--- config.mk ---
export PLATFORM = sky130hd
export DESIGN_NAME = csp_ctrl
export DESIGN_NICKNAME = d
export VERILOG_FILES = /design/src/csp_pkg.sv /design/src/csp_ctrl.sv
export SDC_FILE = /design/constraint.sdc
export NUM_CORES = 1
export LEC_CHECK = 0
export BUFFER_PORTS_ARGS = -buffer_cell sky130_fd_sc_hd__buf_2
export CORE_AREA = 2 2 39 41
export DETAILED_ROUTE_END_ITERATION = 8
export DIE_AREA = 0 0 41 43
export SYNTH_ARGS = -nofsm -noshare
export SYNTH_HDL_FRONTEND = slang
export SYNTH_SLANG_ARGS = --single-unit
--- constraint.sdc ---
create_clock -name clk -period 1.2 [get_ports clk]
set_input_delay 0.12 -clock clk [delete_from_list [all_inputs] [get_ports clk]]
set_output_delay 0.12 -clock clk [all_outputs]
set_load 0.03 [all_outputs]
--- src/csp_pkg.sv ---
// ----------------------------------------------------------------------------
// csp_pkg
// Shared constants, codes, types and helpers of the call stack profiler.
// ----------------------------------------------------------------------------
`default_nettype none
package csp_pkg;

    localparam int FUNC_BITS       = 4;
    localparam int FUNC_COUNT      = 1 << FUNC_BITS;
    localparam int PAIR_COUNT      = FUNC_COUNT * FUNC_COUNT;
    localparam int PAIR_BITS       = 2 * FUNC_BITS;
    localparam int STACK_DEPTH     = 64;
    localparam int STACK_ADDR_BITS = 6;
    localparam int SP_BITS         = 7;
    localparam int TIME_BITS       = 48;
    localparam int CNT_BITS        = 32;
    localparam int SUM_BITS        = 64;
    localparam int REC_BITS        = 7;
    localparam int ACT_BITS        = 3;
    localparam int STAT_BITS       = 2;
    localparam int STACK_W         = FUNC_BITS + TIME_BITS;
    localparam int IN_DATA_W       = 56;
    localparam int OUT_DATA_W      = 352;

    // event kinds
    localparam logic [ACT_BITS-1:0] ACT_ENTER     = 3'd0;
    localparam logic [ACT_BITS-1:0] ACT_EXIT      = 3'd1;
    localparam logic [ACT_BITS-1:0] ACT_SUSPEND   = 3'd2;
    localparam logic [ACT_BITS-1:0] ACT_RESUME    = 3'd3;
    localparam logic [ACT_BITS-1:0] ACT_READ_FUNC = 3'd4;
    localparam logic [ACT_BITS-1:0] ACT_READ_PAIR = 3'd5;

    // result status
    localparam logic [STAT_BITS-1:0] ST_OK    = 2'd0;
    localparam logic [STAT_BITS-1:0] ST_EMPTY = 2'd1;
    localparam logic [STAT_BITS-1:0] ST_FULL  = 2'd2;

    typedef struct packed {
        logic [REC_BITS-1:0] rec;
        logic [CNT_BITS-1:0] calls;
        logic [SUM_BITS-1:0] direct;
        logic [SUM_BITS-1:0] recur;
    } stat_t;

    typedef struct packed {
        stat_t               st;
        logic [SUM_BITS-1:0] susp;
    } func_ent_t;

    typedef struct packed {
        logic load_in;
        logic rd_top;
        logic rd_next;
        logic rd_pair;
        logic commit;
    } cmd_t;

    typedef struct packed {
        logic out_free;
    } sts_t;

    // count one more call, saturating
    function automatic stat_t stat_enter(input stat_t s);
        stat_t r;
        r = s;
        r.rec = s.rec + REC_BITS'(1);
        if (s.calls != {CNT_BITS{1'b1}})
        begin
            r.calls = s.calls + CNT_BITS'(1);
        end
        return r;
    endfunction

    // book one exit: direct at the outermost activation, else recursive
    function automatic stat_t stat_exit(input stat_t s, input logic [TIME_BITS-1:0] el);
        stat_t r;
        r = s;
        if (s.rec != '0)
        begin
            r.rec = s.rec - REC_BITS'(1);
        end
        if (r.rec == '0)
        begin
            r.direct = s.direct + SUM_BITS'(el);
        end
        else
        begin
            r.recur = s.recur + SUM_BITS'(el);
        end
        return r;
    endfunction

endpackage
`default_nettype wire

--- src/csp_ctrl.sv ---
// ----------------------------------------------------------------------------
// csp_ctrl
// Sequencer for one profiler event: stack reads, pair read, commit.
// ----------------------------------------------------------------------------
`default_nettype none
module csp_ctrl (
    input  wire logic          clk,
    input  wire logic          rst_n,
    input  wire logic          in_valid,
    output logic               in_ready,
    input  wire csp_pkg::sts_t sts,
    output csp_pkg::cmd_t      cmd
);

    localparam logic [2:0] S_IDLE   = 3'd0;
    localparam logic [2:0] S_TOP    = 3'd1;
    localparam logic [2:0] S_NEXT   = 3'd2;
    localparam logic [2:0] S_PAIR   = 3'd3;
    localparam logic [2:0] S_COMMIT = 3'd4;

    logic [2:0] state_reg;
    logic [2:0] state_next;

    assign in_ready = (state_reg == S_IDLE);

    // step through the event
    always_comb
    begin
        state_next  = state_reg;
        cmd         = '0;
        unique case (state_reg)
            S_IDLE:
            begin
                cmd.load_in = in_valid;
                if (in_valid)
                begin
                    state_next = S_TOP;
                end
            end
            S_TOP:
            begin
                cmd.rd_top = 1'b1;
                state_next = S_NEXT;
            end
            S_NEXT:
            begin
                cmd.rd_next = 1'b1;
                state_next  = S_PAIR;
            end
            S_PAIR:
            begin
                cmd.rd_pair = 1'b1;
                state_next  = S_COMMIT;
            end
            S_COMMIT:
            begin
                if (sts.out_free)
                begin
                    cmd.commit = 1'b1;
                    state_next = S_IDLE;
                end
            end
            default:
            begin
                state_next = S_IDLE;
            end
        endcase
    end

    always_ff @(posedge clk or negedge rst_n)
    begin
        if (!rst_n)
        begin
            state_reg <= S_IDLE;
        end
        else
        begin
            state_reg <= state_next;
        end
    end

`ifndef SYNTH
    a_commit_free: assert property (@(posedge clk) disable iff (!rst_n)
        cmd.commit |-> sts.out_free)
        else $error("commit while output register busy");
    a_commit_idle: assert property (@(posedge clk) disable iff (!rst_n)
        cmd.commit |=> in_ready)
        else $error("not idle after commit");
    a_load_seq: assert property (@(posedge clk) disable iff (!rst_n)
        cmd.load_in |=> cmd.rd_top)
        else $error("stack read did not follow accept");
`endif

endmodule
`default_nettype wire

==> impl_metrics.py, run 1 <==
metrics = {
    "grt": {
        "grt_pass1_wl_microns": 862,
        "grtUsageTotal_pct": 8.35,
        "grt_pass1_vias": 200,
        "grt_overflow": 0,
        "grt_max_degree": 9,
        "antenna_found_initial": 0,
    },
    "timing": {
        "setup_slack_ns": -0.0870,
        "fmax_mhz": 777,
        "skew_ns": 0.00333,
        "slew_headroom_pct": 88.8,
        "post-route-period-util_pct": 107,
        "fin_crit_ns": 1.29,
        "maxSlewViolCount": 0,
        "worst_slew_pin_slew_ns": 0.167,
        "setup_violations": 3,
        "hold_viol": 0,
        "rsz0062_at_grt": "yes",
    },
    "pwr": {
        "combPwrFrac_pct": 61.7,
        "cellLeakagePower_nw": 0.168,
        "powerDensity_nw_per_um2": 3360,
        "power_mw": 1.21,
        "switching_share_pct": 42.4,
        "switching_power_uw": 516,
        "peakVddDrop_mv": 0.566,
        "p_clk_share_pct": 14.7,
        "p_seq_share_pct": 23.6,
        "p_int_uw": 699,
    },
    "logic_synthesis": {
        "synth_adder_area_share_pct": 0,
        "yosys.area_share.simple_pct": 41.5,
        "synth.largest_area_cell": "dfrtp_1",
        "synth_seq_cells": 3,
        "synth-seq-area-share_pct": 37.7,
        "netlist.area_leader.share_pct": 37.7,
        "avgSynthCellArea_sq_um": 10.5,
        "ys_types": 14,
        "synth_nets": 23,
        "synth_top_family_by_area": "simple AND/OR/NAND/NOR gates",
        "netlist_top_cells_area": "dfrtp_1 (38%), buf_12 (10%), nor3b_1 (7.5%)",
        "yosysWarnings": 0,
        "muxShareOfSynthArea_pct": 0,
        "synth_compound_area_share_pct": 0,
        "synth_xor_area_share_pct": 4.40,
        "synth_area_sq_um": 199,
        "synthesis.instances": 19,
    },
    "cells_and_area": {
        "finish.instance_area_sq_um": 362,
        "nets": 41,
        "area_growth_pct": 81.8,
        "drive_above_1_share_pct": 72.2,
        "seq_area_sq_um": 78.8,
        "largest_reg_flops": 3,
        "multi_input_area_sq_um": 110,
        "antennaDiodeCount": 0,
        "nFillCells": 164,
    },
    "floorplanning": {
        "std_cell_rows": 14,
        "dieArea_sq_um": 1760,
        "start_util_pct": 14.4,
        "core_sq_um": 1380,
        "die_y_microns": 43,
        "io_pins": 10,
        "die_x_microns": 41,
    },
    "job": {
        "drv_cap": 0,
    },
    "clock_tree": {
        "clk_latency_ns": 0.23,
        "cts_root_buf": "clkbuf_4",
        "htreeDepth": 1,
        "cts_tree": "yes",
        "cts_sinks": 3,
        "cts_buffer_depth": 2,
        "clkTransAtPathRegs_ns": 0.04,
        "numCtsBuffers": 3,
    },
    "setup_path": {
        "worstPathRequired_ns": 1.08,
        "r2r-start": "state_reg[1]$_DFFE_PN0P_",
        "r2r-end": "state_reg[2]$_DFFE_PN0P_",
        "cp-startpoint": "state_reg[1]$_DFFE_PN0P_",
        "cp-end-kind": "output pin",
        "critical_path.max_fanout": 8,
        "worstPathArrival_ns": 1.17,
        "ff2ff_path_depth": 3,
        "crit_type": "reg -> out",
        "worst_setup_path_start_kind": "flop",
        "reg2reg_slack_ns": 0.14,
    },
    "detailed_routing": {
        "viasPerCell": 3.62,
        "drtIter0Drc": 2,
        "drt_pass1_iterations": 2,
        "via_count": 188,
        "wl_microns": 460,
        "drcViolationCount": 0,
        "routedWlPerCell_microns": 8.85,
        "drt.antenna.violating_nets": 0,
    },
    "hold_path": {
        "hold_path_class": "in -> reg",
        "hold_path_depth": 3,
        "min_from": "in_valid",
        "whs_endpoint": "state_reg[0]$_DFFE_PN0P_",
    },
    "run_status": {
        "status": "complete, but fails checks",
        "violations": "negative setup slack",
    },
    "placement": {
        "numPortBuffers": 9,
        "dpl_cell_area_sq_um": 248,
        "gp_congestion": 0.678,
        "dp_hpwl_microns": 275,
    },
}
[cell usage in the layout, fill, tap and decap left out, drive strengths merged]
cell type    instances
nor2                 2
and2                 1
nand2                1
buf                 15
dlygate4sd3          1
dfrtp                3
nor3b                2
xnor2                1
nor4b                1
or2                  1
clkbuf               4
and3b                1
nor3                 3
[stage by stage]
stage          hold WS (ns)  cells  util [%]  setup WS, ns  TNS, ns
6_report              0.160     52      26.1       -0.0870   -0.147
5_1_grt               0.214     52      26.1        -0.133   -0.415
4_1_cts               0.157     51      25.1       -0.0891   -0.137
3_5_place_dp        -0.0835     41      17.9        0.0636        0
3_3_place_gp        -0.0839     41      17.9        0.0529        0
2_1_floorplan        -0.176     19         -        -0.142   -0.282
[critical path, cell delays in order (launching register included)]
cell and delay, ns:
dfrtp_2 0.46, nor3_4 0.20, and2_4 0.16, buf_6 0.12
[layer usage]
| layer | part of all wire [%] | GRT usage, % | routed length [microns] |
|---|---|---|---|
| met1 | 36 | 8.41 | 164 |
| met2 | 52 | 10.0 | 238 |
| met3 | 8.0 | 3.66 | 37 |
| met4 | 4.1 | 12.0 | 19 |
| met5 | 0 | 0 | 0 |
[worst max path at each step]
stage                     endpoint  slack (ns)  cells after the start
final                       cmd[4]       -0.09                      3
after global routing        cmd[4]       -0.13                      3
after CTS                   cmd[4]       -0.09                      3
after detailed placement    cmd[4]        0.06                      3
after global placement      cmd[4]        0.05                      3
after floorplan             cmd[4]       -0.14                      3
[repair_timing]
action | 4_1_cts | 5_1_grt
setup buffers | 5 | 1
hold buffers | 1 | 0
pin swaps | 2 | 1
endpoints found under the setup margin | 6 | 6
hold endpoints to repair | 3 | 0
resized for setup | 11 | 3
[layout make-up]
class,count,area share [%]
clock buffers,4,7.27
multi-input cells,13,30.4
flip-flops and latches,3,21.8
well taps,16,5.54
repair buffers,16,34.9
[power by group through the flow]
stage               registers (mW)  logic (mW)  clock network (mW)
finish                       0.287       0.749               0.179
global route                 0.309       0.807               0.198
CTS                          0.285       0.685               0.186
detailed placement           0.301       0.468                   0
global placement             0.305       0.469                   0
floorplan                    0.208       0.541                   0
[cell usage after synthesis]
| cell | number |
|---|---|
| dfrtp_1 | 3 |
| nor2_1 | 2 |
| nor3_1 | 2 |
| nor3b_1 | 2 |
| and2_1 | 1 |
| and3b_1 | 1 |
| buf_12 | 1 |
| buf_2 | 1 |
| buf_4 | 1 |
| nand2_1 | 1 |
| nor3_2 | 1 |
| nor4b_2 | 1 |
| or2_1 | 1 |
| xnor2_1 | 1 |
[cells by family (layout without fill, tap and decap cells)]
family / after synthesis / after routing
xor gates and xnor gates: 1 / 1
and+or+nand+nor: 12 / 12
DFF: 3 / 3
buffers and inverters: 3 / 20
Note: power is estimated with default switching activity, not from simulation.
==> run 2, diff against run 1 <==
--- a/config.mk
+++ b/config.mk
@@ -5,7 +5,8 @@
 export SDC_FILE = /design/constraint.sdc
 export NUM_CORES = 1
 export LEC_CHECK = 0
-export BUFFER_PORTS_ARGS = -buffer_cell sky130_fd_sc_hd__buf_2
+export BUFFER_PORTS_ARGS = -buffer_cell sky130_fd_sc_hd__buf_4
+export CAP_MARGIN = 20
 export CORE_AREA = 2 2 39 41
 export DETAILED_ROUTE_END_ITERATION = 8
 export DIE_AREA = 0 0 41 43
==> impl_metrics.py, run 2 (same netlist as run 1, synthesis figures left out) <==
metrics = {
    "hold_path": {
        "whs_endpoint": "state_reg[0]$_DFFE_PN0P_",
        "hold_path_class": "in -> reg",
        "min_from": "in_valid",
        "hold_path_depth": 3,
    },
    "timing": {
        "fin_hold_ws_ns": 0.158,
        "skew_ns": 0.00188,
        "fmax_mhz": 769,
        "setup_violations": 5,
        "slew_headroom_pct": 87.4,
        "maxSlewViolCount": 0,
        "setup_tns_ns": -0.309,
        "fin_crit_ns": 1.30,
        "rsz0062_at_grt": "yes",
        "post-route-period-util_pct": 108,
        "setup_slack_ns": -0.101,
        "hold_viol": 0,
        "worst_slew_pin_slew_ns": 0.188,
    },
    "cells_and_area": {
        "nFillCells": 149,
        "largest_reg_flops": 3,
        "drive_above_1_share_pct": 70.3,
        "nets": 42,
        "final_common_cell": "buf_4",
        "final_cell_mix": "buf_4 (13), clkbuf_4 (3), buf_6 (3), dfrtp_2 (3)",
        "area_growth_pct": 88.1,
        "antennaDiodeCount": 0,
    },
    "placement": {
        "post-place-ws_ns": 0.0941,
        "numPortBuffers": 9,
        "gp_congestion": 0.638,
        "dp_hpwl_microns": 276,
    },
    "floorplanning": {
        "start_util_pct": 14.4,
        "io_pins": 10,
        "dieArea_sq_um": 1760,
        "std_cell_rows": 14,
        "core_sq_um": 1380,
        "die_x_microns": 41,
        "die_y_microns": 43,
    },
    "setup_path": {
        "cp_top_family": "flip-flops",
        "max_stage_delay_ns": 0.46,
        "reg2reg_slack_ns": 0.04,
        "critical_path.max_fanout": 8,
        "crit_path_cell_trace": "buf_4 -> nor3b_2 -> buf_4",
        "ff2ff_path_depth": 4,
        "r2r-end": "state_reg[2]$_DFFE_PN0P_",
        "worst_setup_path_start_kind": "flop",
        "worstPathArrival_ns": 1.18,
        "crit_type": "reg -> out",
        "cp_num_buf_inv": 2,
        "r2r-start": "state_reg[1]$_DFFE_PN0P_",
        "critical_path.slowest_cell": "dfrtp_2",
        "cp-end-kind": "output pin",
        "worstPathRequired_ns": 1.08,
        "crit_top_cell": "buf_4",
    },
    "clock_tree": {
        "clk_latency_ns": 0.23,
        "cts_buffer_depth": 2,
        "cts_sinks": 3,
        "clkTransAtPathRegs_ns": 0.04,
        "numCtsBuffers": 3,
        "cts_root_buf": "clkbuf_4",
        "cts_tree": "yes",
        "htreeDepth": 1,
    },
    "grt": {
        "antenna_found_initial": 0,
        "grt_max_degree": 9,
        "grtUsageTotal_pct": 7.96,
        "grt_pass1_vias": 218,
        "grt_overflow": 0,
        "grt_pass1_wl_microns": 800,
    },
    "detailed_routing": {
        "drtIter0Drc": 1,
        "via_count": 205,
        "drt_pass1_iterations": 2,
        "viasPerCell": 3.87,
        "drcViolationCount": 0,
        "wl_microns": 495,
        "routedWlPerCell_microns": 9.34,
        "drt.antenna.violating_nets": 0,
    },
    "job": {
        "drv_cap": 0,
    },
    "run_status": {
        "status": "complete, but fails checks",
        "violations": "negative setup slack",
    },
    "pwr": {
        "power_mw": 1.22,
        "powerDensity_nw_per_um2": 3270,
        "cellLeakagePower_nw": 0.174,
        "peakVddDrop_mv": 0.833,
    },
}
run 2: cell types whose count changed in the layout (fill, tap and decap cells not counted):
cell    before  now
and2_4       1    0
and2_1       0    1
buf_4        9   13
buf_2        3    0
run 2: worst max path at each step:
stage                             start  endpoint  slack, ns  depth (start not counted)
2_1_floorplan  state_reg[1]$_DFFE_PN0P_    cmd[4]      -0.14                          3
3_3_place_gp   state_reg[1]$_DFFE_PN0P_    cmd[4]       0.09                          3
3_5_place_dp   state_reg[1]$_DFFE_PN0P_    cmd[4]       0.09                          3
4_1_cts        state_reg[2]$_DFFE_PN0P_    cmd[4]      -0.10                          3
5_1_grt        state_reg[2]$_DFFE_PN0P_    cmd[2]      -0.14                          3
6_report       state_reg[2]$_DFFE_PN0P_    cmd[3]      -0.10                          3
run 2: tightest hold or removal path, delay by kind of cell:
family,cells,cell delay (ns)
buffers and inverters,1,0.11
and+or+nand+nor,2,0.13
run 2: what timing repair did:
item / in CTS / in global routing
endpoints found under the setup margin: 6 / 6
setup buffers: 4 / 3
pin swaps: 1 / 2
hold endpoints to repair: 3 / 0
resized for setup: 5 / 1
hold buffers: 1 / 0
run 2: final cells by class:
cell class                      instances  area [sq um]  share of cell area, %
Timing Repair Buffer                   17           141                   37.8
Tap cell                               16          20.0                   5.35
Multi-Input combinational cell         13           108                   28.8
Sequential cell                         3          78.8                   21.1
Clock buffer                            4          26.3                   7.02
run 2: per-stage QoR:
stage               instance area [sq um]  utilization [%]  std cells
floorplan                             215                -         19
global placement                      270             19.5         41
detailed placement                    270             19.5         41
CTS                                   348             25.1         50
global route                          374             27.0         53
finish                                374             27.0         53
run 2: report_power, final:
part	internal, mW	switching [mW]	leakage, nW
sequential	0.165	0.133	0.0340
combinational	0.409	0.337	0.125
clock	0.125	0.0552	0.0150
run 2: per-layer routing:
metal	part of all wire (%)	vias to the layer above	track usage, %
li1	-	102	-
met1	32	91	6.19
met2	53	8	10.3
met3	6.3	4	3.14
met4	8.1	0	14.0
met5	0	-	0
==> run 3, diff against run 2 <==
--- a/config.mk
+++ b/config.mk
@@ -10,6 +10,7 @@
 export CORE_AREA = 2 2 39 41
 export DETAILED_ROUTE_END_ITERATION = 8
 export DIE_AREA = 0 0 41 43
+export MAX_ROUTING_LAYER = met4
 export SYNTH_ARGS = -nofsm -noshare
 export SYNTH_HDL_FRONTEND = slang
 export SYNTH_SLANG_ARGS = --single-unit
==> impl_metrics.py, run 3 (same netlist as run 1, synthesis figures left out) <==
metrics = {
    "run_status": {
        "status": "complete, but fails checks",
        "violations": "negative setup slack",
    },
    "cells_and_area": {
        "largest_reg_flops": 3,
        "multi_input_area_sq_um": 108,
        "final_common_cell": "buf_4",
        "drive_above_1_share_pct": 70.3,
        "nFillCells": 149,
        "area_growth_pct": 88.1,
        "fin_cells": 53,
        "nets": 42,
        "antennaDiodeCount": 0,
        "seq_area_sq_um": 78.8,
        "finish.instance_area_sq_um": 374,
        "final_cell_mix": "buf_4 (13), clkbuf_4 (3), buf_6 (3), dfrtp_2 (3)",
    },
    "floorplanning": {
        "std_cell_rows": 14,
        "start_util_pct": 14.4,
        "die_y_microns": 43,
        "core_sq_um": 1380,
        "dieArea_sq_um": 1760,
        "io_pins": 10,
        "die_x_microns": 41,
    },
    "grt": {
        "grt_pass1_wl_microns": 800,
        "grt_max_degree": 9,
        "grt_overflow": 0,
        "grtUsageTotal_pct": 8.16,
        "grt_pass1_vias": 218,
        "antenna_found_initial": 0,
    },
    "job": {
        "drv_cap": 0,
    },
    "timing": {
        "setup_violations": 5,
        "worst_slew_pin_slew_ns": 0.173,
        "slew_headroom_pct": 88.3,
        "hold_viol": 0,
        "fin_hold_ws_ns": 0.162,
        "maxSlewViolCount": 0,
        "setup_tns_ns": -0.277,
        "post-route-period-util_pct": 108,
        "rsz0062_at_grt": "yes",
        "setup_slack_ns": -0.0947,
        "fin_crit_ns": 1.29,
        "fmax_mhz": 772,
        "skew_ns": 0.00308,
    },
    "hold_path": {
        "hold_path_class": "in -> reg",
    },
    "clock_tree": {
        "cts_root_buf": "clkbuf_4",
        "cts_buffer_depth": 2,
        "numCtsBuffers": 3,
        "cts_sinks": 3,
        "clk_latency_ns": 0.23,
        "clkTransAtPathRegs_ns": 0.04,
        "cts_tree": "yes",
        "htreeDepth": 1,
    },
    "setup_path": {
        "crit_top_cell": "buf_4",
        "worstPathRequired_ns": 1.08,
        "worst_setup_path_start_kind": "flop",
        "cp_num_buf_inv": 2,
        "crit_path_cell_trace": "buf_4 -> nor3b_2 -> buf_4",
        "critical_path.slowest_cell": "dfrtp_2",
        "cp_top_family": "flip-flops",
        "worstPathArrival_ns": 1.17,
        "cp-end-kind": "output pin",
        "max_stage_delay_ns": 0.46,
        "crit_type": "reg -> out",
        "critical_path.max_fanout": 8,
    },
    "detailed_routing": {
        "drt_pass1_iterations": 4,
        "drcViolationCount": 0,
        "drt.antenna.violating_nets": 0,
        "viasPerCell": 3.70,
        "drtIter0Drc": 2,
        "via_count": 196,
        "wl_microns": 485,
        "routedWlPerCell_microns": 9.15,
    },
    "pwr": {
        "switching_power_uw": 520,
        "switching_share_pct": 42.7,
        "combPwrFrac_pct": 61.2,
        "powerDensity_nw_per_um2": 3260,
        "p_seq_share_pct": 24.3,
        "p_int_uw": 699,
        "p_clk_share_pct": 14.5,
        "cellLeakagePower_nw": 0.174,
        "peakVddDrop_mv": 0.828,
    },
    "placement": {
        "dp.cells": 41,
        "dp_hpwl_microns": 276,
        "dpl_cell_area_sq_um": 270,
        "numPortBuffers": 9,
        "gp_congestion": 0.643,
    },
}
run 3: cell type report:
cell class	count	area share [%]
timing repair buffer	17	37.8
multi-input combinational	13	28.8
sequential	3	21.1
clock buffer	4	7.02
tap	16	5.35
run 3: what timing repair did:
| item | 4_1_cts | 5_1_grt |
|---|---|---|
| buffers inserted | 4 | 3 |
| endpoints found under the setup margin | 6 | 6 |
| endpoints found under the hold margin | 3 | 0 |
| pin swaps | 1 | 2 |
| gates resized for setup | 5 | 1 |
| hold buffers | 1 | 0 |
run 3: worst min-delay path, stage by stage:
cell and delay (ns):
buf_4 0.11, nor2_1 0.08, nor3_1 0.05
run 3: path summary, 6_finish.rpt:
kind / startpoint / to / slack (ns) / cells after the start
setup / recovery: state_reg[2]$_DFFE_PN0P_ / cmd[3] / -0.09 / 3
hold / removal: in_valid / state_reg[0]$_DFFE_PN0P_ / 0.16 / 3
setup reg to reg: state_reg[1]$_DFFE_PN0P_ / state_reg[2]$_DFFE_PN0P_ / 0.04 / 4
hold reg to reg: state_reg[2]$_DFFE_PN0P_ / state_reg[0]$_DFFE_PN0P_ / 0.55 / 1
max in group asynchronous: rst_n / state_reg[2]$_DFFE_PN0P_ / 0.88 / 2
min in group asynchronous: rst_n / state_reg[0]$_DFFE_PN0P_ / 0.22 / 2
run 3: power by group through the flow:
stage          combinational, mW  clock, mW  sequential (mW)
6_report                   0.746      0.177            0.296
5_1_grt                    0.798      0.183            0.313
4_1_cts                    0.655      0.186            0.297
3_5_place_dp               0.527          0            0.299
3_3_place_gp               0.524          0            0.301
2_1_floorplan              0.541          0            0.208
run 3: metal layers:
layer	wire length, microns	vias up	GRT usage, %
met1	152	87	6.19
li1	-	99	-
met5	0	-	-
met3	32	2	3.14
met2	271	8	10.3
met4	29	0	14.0
run 3: stage by stage:
stage / total power [mW] / setup slack (ns) / util [%]
floorplan: 0.749 / -0.142 / -
global placement: 0.825 / 0.0881 / 19.5
detailed placement: 0.826 / 0.0941 / 19.5
CTS: 1.14 / -0.102 / 25.1
global route: 1.29 / -0.136 / 27.0
finish: 1.22 / -0.0947 / 27.0
